--- src/rtl/core/greedy_pwl_segmenter_core_macros.svh ---
// Assertion macros shared by the greedy PWL segmenter RTL.
// No dependencies; include by bare file name inside a module body.
`ifndef GREEDY_PWL_SEGMENTER_CORE_MACROS_SVH
`define GREEDY_PWL_SEGMENTER_CORE_MACROS_SVH

// Same-cycle implication, disabled during reset.
`define GPWL_ASSERT_IMP(label, clk, rst, ante, cons, msg) \
   label: assert property (@(posedge clk) disable iff (rst) (ante) |-> (cons)) \
      else $error(msg);

// Next-cycle implication, disabled during reset.
`define GPWL_ASSERT_NXT(label, clk, rst, ante, cons, msg) \
   label: assert property (@(posedge clk) disable iff (rst) (ante) |=> (cons)) \
      else $error(msg);

`endif

--- src/rtl/core/gpwl_pkg.sv ---
// Package for the greedy PWL segmenter: field widths, FSM and opcode types.
// No dependencies.
`default_nettype none

package gpwl_pkg;

   localparam int KEY_W        = 32;
   localparam int THRESH_W     = 16;
   localparam int BOUNDARY_W   = 12;
   localparam int LIMIT_W      = 48;
   localparam logic [THRESH_W-1:0] THRESH_RESET = 16'd128;

   typedef enum logic [2:0] {
      ST_IDLE,
      ST_LIMIT,
      ST_MUL,
      ST_CHK,
      ST_EMIT
   } state_type;

   typedef enum logic [1:0] {
      OP_NONE,
      OP_LIMIT,
      OP_ERROR
   } op_type;

   typedef struct packed {
      op_type op;
      logic   acc_load;
      logic   acc_step;
   } err_ctrl_type;

endpackage

`default_nettype wire

--- src/rtl/core/gpwl_err_unit.sv ---
// Shared multiply / compare unit: error limit, per-key cross product and test.
// Depends on gpwl_pkg.
`default_nettype none

module gpwl_err_unit import gpwl_pkg::*; #(
   parameter int ADDR_W    = 12,
   parameter int FRAC_BITS = 8
) (
   input  logic                clock,
   input  logic                reset,
   input  err_ctrl_type        ctrl_i,
   input  logic [THRESH_W-1:0] threshold,
   input  logic [KEY_W-1:0]    dx,
   input  logic [KEY_W-1:0]    key_i,
   input  logic [KEY_W-1:0]    key_l,
   input  logic [ADDR_W-1:0]   span,
   output logic                exceeds
);

   localparam int MB    = (ADDR_W > THRESH_W) ? ADDR_W : THRESH_W;
   localparam int PW    = KEY_W + MB + 2;
   localparam int ACC_W = ADDR_W + KEY_W;
   localparam int EW    = (ADDR_W + KEY_W + 3 > LIMIT_W + 2) ?
                          (ADDR_W + KEY_W + 3) : (LIMIT_W + 2);

   logic signed [KEY_W:0]  mul_a;
   logic signed [MB:0]     mul_b;
   logic signed [PW-1:0]   prod_in;
   logic signed [PW-1:0]   prod_ff;
   op_type                 op_ff;
   logic [LIMIT_W-1:0]     limit_ff;
   logic [ACC_W-1:0]       acc_ff;
   logic signed [EW-1:0]   err;
   logic [EW-1:0]          mag;

   // Select operands for the one multiplier.
   always_comb begin
      unique case (ctrl_i.op)
         OP_LIMIT: begin
            mul_a = $signed({1'b0, dx});
            mul_b = $signed({1'b0, MB'(threshold)});
         end
         OP_ERROR: begin
            mul_a = $signed({1'b0, key_i}) - $signed({1'b0, key_l});
            mul_b = $signed({1'b0, MB'(span)});
         end
         default: begin
            mul_a = '0;
            mul_b = '0;
         end
      endcase
      prod_in = mul_a * mul_b;
   end

   always_ff @(posedge clock) begin
      if (reset) begin
         op_ff <= OP_NONE;
      end else begin
         op_ff <= ctrl_i.op;
      end
   end

   always_ff @(posedge clock) begin
      if (ctrl_i.op != OP_NONE) begin
         prod_ff <= prod_in;
      end
      if (op_ff == OP_LIMIT) begin
         limit_ff <= LIMIT_W'($unsigned(prod_ff) >> FRAC_BITS);
      end
      if (ctrl_i.acc_load) begin
         acc_ff <= ACC_W'(dx);
      end else if (ctrl_i.acc_step) begin
         acc_ff <= acc_ff + ACC_W'(dx);
      end
   end

   // e = span * (x_i - x_l) - (i - l) * dx, tested against the limit.
   assign err     = EW'(prod_ff) - $signed(EW'(acc_ff));
   assign mag     = err[EW-1] ? $unsigned(-err) : $unsigned(err);
   assign exceeds = (mag > EW'(limit_ff));

endmodule

`default_nettype wire

--- config.mk ---
export PLATFORM = sky130hd
export DESIGN_NAME = gpwl_err_unit
export DESIGN_NICKNAME = d
export VERILOG_FILES = /design/src/rtl/core/greedy_pwl_segmenter_core_macros.svh /design/src/rtl/core/gpwl_pkg.sv /design/src/rtl/core/gpwl_err_unit.sv
export SDC_FILE = /design/constraint.sdc
export NUM_CORES = 2
export LEC_CHECK = 0
export BUFFER_PORTS_ARGS = -buffer_cell sky130_fd_sc_hd__buf_2
export CORE_MARGIN = 8
export CORE_UTILIZATION = 30
export DETAILED_ROUTE_END_ITERATION = 7
export SYNTH_ARGS = -nofsm -noshare
export SYNTH_HDL_FRONTEND = slang
export SYNTH_SLANG_ARGS = --single-unit
--- constraint.sdc ---
create_clock -name clock -period 32.2 [get_ports clock]
set_input_delay 6.44 -clock clock [delete_from_list [all_inputs] [get_ports clock]]
set_output_delay 6.44 -clock clock [all_outputs]
set_load 0.05 [all_outputs]
# --- Word level (Yosys, flattened, before mapping) ---
# Cells that the tools add are included.
classes:
  add_sub_neg: 4
  mul: 1
  order_cmp: 1
  n_eq_ne: 3
  mux: 5
  n_reduce_logical: 2
ops:
  columns: ["op", "count"]
  rows:
  - ["$pmux W33 S2", 1]
  - ["$mux W32", 2]
  - ["$gt A50 B42 Y1", 1]
  - ["$mul A33 B17 Y50", 1]
  - ["$mux W50", 1]
  - ["$neg A50 Y50", 1]
  - ["$sub A50 B45 Y50", 1]
  - ["$add A44 B32 Y44", 1]
  - ["$sub A32 B32 Y33", 1]
  - ["$pmux W16 S2", 1]
  - ["$eq A2 B1 Y1 const B", 2]
  - ["$reduce_bool A2 Y1", 2]
  - ["$eq A2 B2 Y1 const B", 1]
totals:
  regBits: 138
  output_inout_bits: 1
  word_cells: 21

# --- Longest topological paths before layout ---
logic_depth:
  word_depth: 4
  mapped_depth: 42

# --- Least setup slack after synthesis ---
# Ideal clock, no wire load.
synth_path:
  path_type: "input-to-reg"
  start: "input key_l[2]"
  end: "register prod_ff[49], data pin"
  setup_ns: 0.259
  arrival_time_ns: 14.664
  required_ns: 31.941
  path_slack_ns: 17.277
  stages: 37
  n_path_buf: 2
  cell_sequence: "inv_1 ha_1 nor2b_1 o21ai_1 a21boi_1 o21ai_1 a21oi_1 a41oi_1 o21a_1 a211oi_1 or4_1 a31oi_1 a21oi_1 or3_1 clkbuf_1 nor2_1 fa_1 fa_1 fa_1 fa_1 fa_1 inv_1 fa_1 inv_1 ha_1 clkbuf_1 a21o_1 a21oi_1 nor2b_1 o21ai_0 nand2_1 a21o_1 a21o_1 a21o_1 nor3_1 a21oi_1 xnor2_1"
synth_via:
  elab_chain_len: 3
synth_rtl:
  columns: ["element", "line_no", "source"]
  rows:
  - ["from (decl)", "gpwl_err_unit.sv:15", "input logic [KEY_W-1:0] key_l,"]
  - ["$sub A32 B32 Y33", "gpwl_err_unit.sv:44", "mul_a = $signed({1'b0, key_i}) - $signed({1'b0, key_l});"]
  - ["$pmux W33 S2", "gpwl_err_unit.sv:38", "unique case (ctrl_i.op)"]
  - ["$mul A33 B17 Y50", "gpwl_err_unit.sv:52", "prod_in = mul_a * mul_b;"]
  - ["named net prod_in[49]", "gpwl_err_unit.sv:28", "logic signed [PW-1:0] prod_in;"]
  - ["to (signal assigned)", "gpwl_err_unit.sv:65", "prod_ff <= prod_in;"]
  - ["to (decl)", "gpwl_err_unit.sv:29", "logic signed [PW-1:0] prod_ff;"]
# The timed path passes the listed nets, and every way through them passes these cells.
# A chain may end at the register's enable or synchronous reset.

# --- Worst setup path after layout ---
layout_path:
  start: "input key_i[0]"
  end: "register prod_ff[42], data pin"
layout_via:
  elab_chain_len: 3
layout_rtl:
  columns: ["element", "line_no", "source"]
  rows:
  - ["from (decl)", "gpwl_err_unit.sv:14", "input logic [KEY_W-1:0] key_i,"]
  - ["$sub A32 B32 Y33", "gpwl_err_unit.sv:44", null]
  - ["$pmux W33 S2", "gpwl_err_unit.sv:38", null]
  - ["$mul A33 B17 Y50", "gpwl_err_unit.sv:52", null]
  - ["named net prod_in[42]", "gpwl_err_unit.sv:28", null]
# The timed path passes the listed nets, and every way through them passes these cells.

==> summary.md <==
| Metric | Value |
|---|---|
| DRT Pass-1 Iters | `5` |
| Top_reg_cell synth | `edfxtp_1` |
| Worst EP arrival | `16290 ps` |
| Hpwl dp | `88.0 mm` |
| R2R cell count | `14` |
| CTS Buffer Depth | `2` |
| Post-CTS sizing | `0` |
| Area Growth Syn to Fin | `8.59%` |
| Part of the Yosys area used for sequential elements | `approximately an eighth` |
| Initial antenna violation count | `11` |
| Status | `finished, final reports clean` |
| Final net count | `around 4700` |
| Post-route ant nets | `0` |
| Post-synth EDFFs | `around 120` |
| Avg WL per Cell | `between 15 and 20 um` |
| Final Max Slew Viols | `0` |
| Register area | `around 0.0040 mm2` |
| Total power per unit cell area | `around 49 mW/mm2` |
| Worst-path fanout max | `11` |
| Hold Path Depth | `0` |
| Placed insts | `~5200` |
| Gr usage total | `between 10% and 20%` |
| Post-route setup TNS | `0 ps` |
| Setup bufs post-CTS | `0` |
| Clock root buffer | `clkbuf_16` |
| H-Tree Depth | `4` |
| Synth unique cells | `between 80 and 90` |
| Slew at the pin with the worst max-slew slack | `approximately 1200 ps` |
| Setup Skew | `approximately 12 ps` |
| Clock-pin slew on the worst setup and hold paths | `about 70 ps` |
| VDD IR max | `roughly 0.04 mV` |
| CTS Buf Count | `17` |
| Die Y | `343 um` |
| Via Count | `approximately 27000` |
| TritonCTS clock tree | `done` |
| Min Tclk post-route | `16110 ps` |
| Max-slew headroom | `20.3%` |
| Fillers | `between 10000 and 15000` |
| Worst hold path class | `flop to flop` |
| Total gr overflow | `0` |
| GP Congestion | `0.963` |
| Cells after Synth | `roughly 3800` |
| GR peak layer | `met2` |
| Crit. End Element | `flop` |
| Final Hold Vio Count | `0` |
| CP Data Required Time | `32380 ps` |
| GR Layer Usage met2 | `about 27%` |
| Syn Area/Cell | `8.45 um2` |
| Clock sink count | `~140` |
| Max-cap violations | `0` |
| Post-Route WL | `approximately 100 mm` |
| Cell Area, Synth | `roughly 0.032 mm2` |
| Core box area | `between 0.1 and 0.15 mm2` |
| Mapped Nets | `4701` |
| Multi-input logic area | `~0.025 mm2` |
| Via count of the first global-routing pass | `27300` |
| Final Util | `32.7%` |
| Pin count of the biggest net entering global routing | `74` |
| RSZ-0062 raised after global routing | `false` |
| Hold Buf Count CTS | `0` |
| Synth Register Bits | `about 140` |
| Final Cycle Share | `roughly 50%` |
| First-pass GRT wire length | `~160 mm` |
| Worst Path Class, Setup | `input port to flop` |
| Final cell count without fillers | `5256` |
| Layout cells sized above 1 | `under 10%` |
| Boundary pin count | `~130` |
| Drt drc | `0` |
| Yosys warnings | `0` |
| Chip Width | `343 um` |
| Finish-stage setup viols | `0` |
| IO buf count | `130` |
| Synth async-reset ratio | `0%` |
| Worst skew pair latency | `between 400 and 500 ps` |
| Starting Density | `between 30% and 40%` |
| CP max stage cell | `xor2_1` |
| Startpoint Class | `input port` |
| Initial drt markers | `around 1900` |
| Via density | `5.07` |
| Met1 Use GR | `about a quarter` |
| Core Rows | `120` |
| Slowest stage delay, CP | `930 ps` |
| Fmax | `slightly above 0.06 GHz` |
| Die footprint | `around 0.12 mm2` |
| LEAKAGE | `16.7 nW` |
| Worst path most repeated cell | `fa_1` |
| Met3 Track Usage GR | `under 10%` |
## path summary, 6_finish.rpt
path                                       startpoint                     end  slack, ps
worst max-delay path                         key_i[0]   prod_ff[42]$_DFFE_PP_      16090
worst min-delay path            prod_ff[40]$_DFFE_PP_  limit_ff[32]$_DFFE_PN_        480
worst max register to register    acc_ff[8]$_DFFE_PP_    acc_ff[29]$_DFFE_PP_      28250
worst min register to register  prod_ff[40]$_DFFE_PP_  limit_ff[32]$_DFFE_PN_        480
## cell families after synthesis
family | Yosys count | share of synthesized area, %
flip-flops | 138 | 12.5
XOR/XNOR | 182 | 4.98
AO/OA/AOI/OAI | 668 | 13.8
multiplexers | 5 | 0.164
AND/OR/NAND/NOR | 1135 | 15.9
buffers and inverters | 885 | 10.4
adder cells (fa/ha/maj) | 779 | 42.3
## cell usage after synthesis (28+ instances only)
cell	number	area (um2)
nand2_1	478	1790
xnor2_1	122	1070
nand4_1	38	238
nand3_1	52	260
a21o_1	101	758
a22o_1	36	315
a21oi_1	166	831
inv_1	743	2790
nor3_1	42	210
clkbuf_1	130	488
ha_1	273	3420
and2_1	66	413
o21a_1	28	210
a31oi_1	35	219
fa_1	506	10100
edfxtp_1	124	3720
xor2_1	60	526
nor2_1	316	1190
o21ai_0	105	526
## cell usage in the layout, fill, tap and decap left out, types with 36 or more instances in the layout
| cell | instances |
|---|---|
| inv_1 | 742 |
| fa_1 | 506 |
| nand2_1 | 478 |
| nor2_1 | 316 |
| ha_1 | 271 |
| a21oi_1 | 166 |
| buf_2 | 130 |
| edfxtp_1 | 124 |
| xnor2_1 | 121 |
| o21ai_0 | 103 |
| a21o_1 | 101 |
| and2_1 | 66 |
| xor2_1 | 60 |
| nand3_1 | 52 |
| nor3_1 | 42 |
| nand4_1 | 38 |
| a22o_1 | 36 |
## cell type report
| type | count | area share (%) |
|---|---|---|
| multi-input combinational | 2769 | 71.1 |
| sequential | 138 | 11.5 |
| inverter | 744 | 8.03 |
| tap | 1403 | 5.05 |
| timing repair buffer | 164 | 2.60 |
| clock buffer | 18 | 1.26 |
| clock inverter | 14 | 0.367 |
| antenna | 6 | 0.0432 |
## power by group
part / leakage (nW) / switching, mW / internal (mW)
logic: 15.1 / 0.751 / 0.475
registers: 1.35 / 0.0407 / 0.254
clock network: 0.278 / 0.0871 / 0.103
total: 16.7 / 0.879 / 0.833
## registers in the layout (all words and copies together) (netlist names)
signal	flops
acc_ff	44
op_ff	2
prod_ff	50
limit_ff	42
## routing by layer
layer / vias up / routed length, um
li1: 12300 / -
met1: 13100 / 46700
met2: 1100 / 44800
met3: 180 / 8610
met4: 8 / 3790
met5: - / 61
## per-stage QoR
| stage | area [um2] | worst slack (ps) | power, mW | hold WS (ps) |
|---|---|---|---|---|
| 5_1_grt | 34800 | 15490 | 1.87 | 490 |
| 6_report | 34800 | 16090 | 1.71 | 481 |
| 3_5_place_dp | 34200 | 15690 | 1.51 | 471 |
| 2_1_floorplan | 32000 | 17280 | 1.19 | 433 |
| 4_1_cts | 34800 | 16180 | 1.71 | 479 |
| 3_3_place_gp | 34200 | 15920 | 1.50 | 466 |
## worst max-delay path: cells and delay by family
kind            cells  cell delay (ps)
compound gates     15             4140
xor+xnor            2             1090
fa+ha+maj           9             3950
buf+inv             5              260
simple gates        3              400
Note: power is estimated with default switching activity, not from simulation.
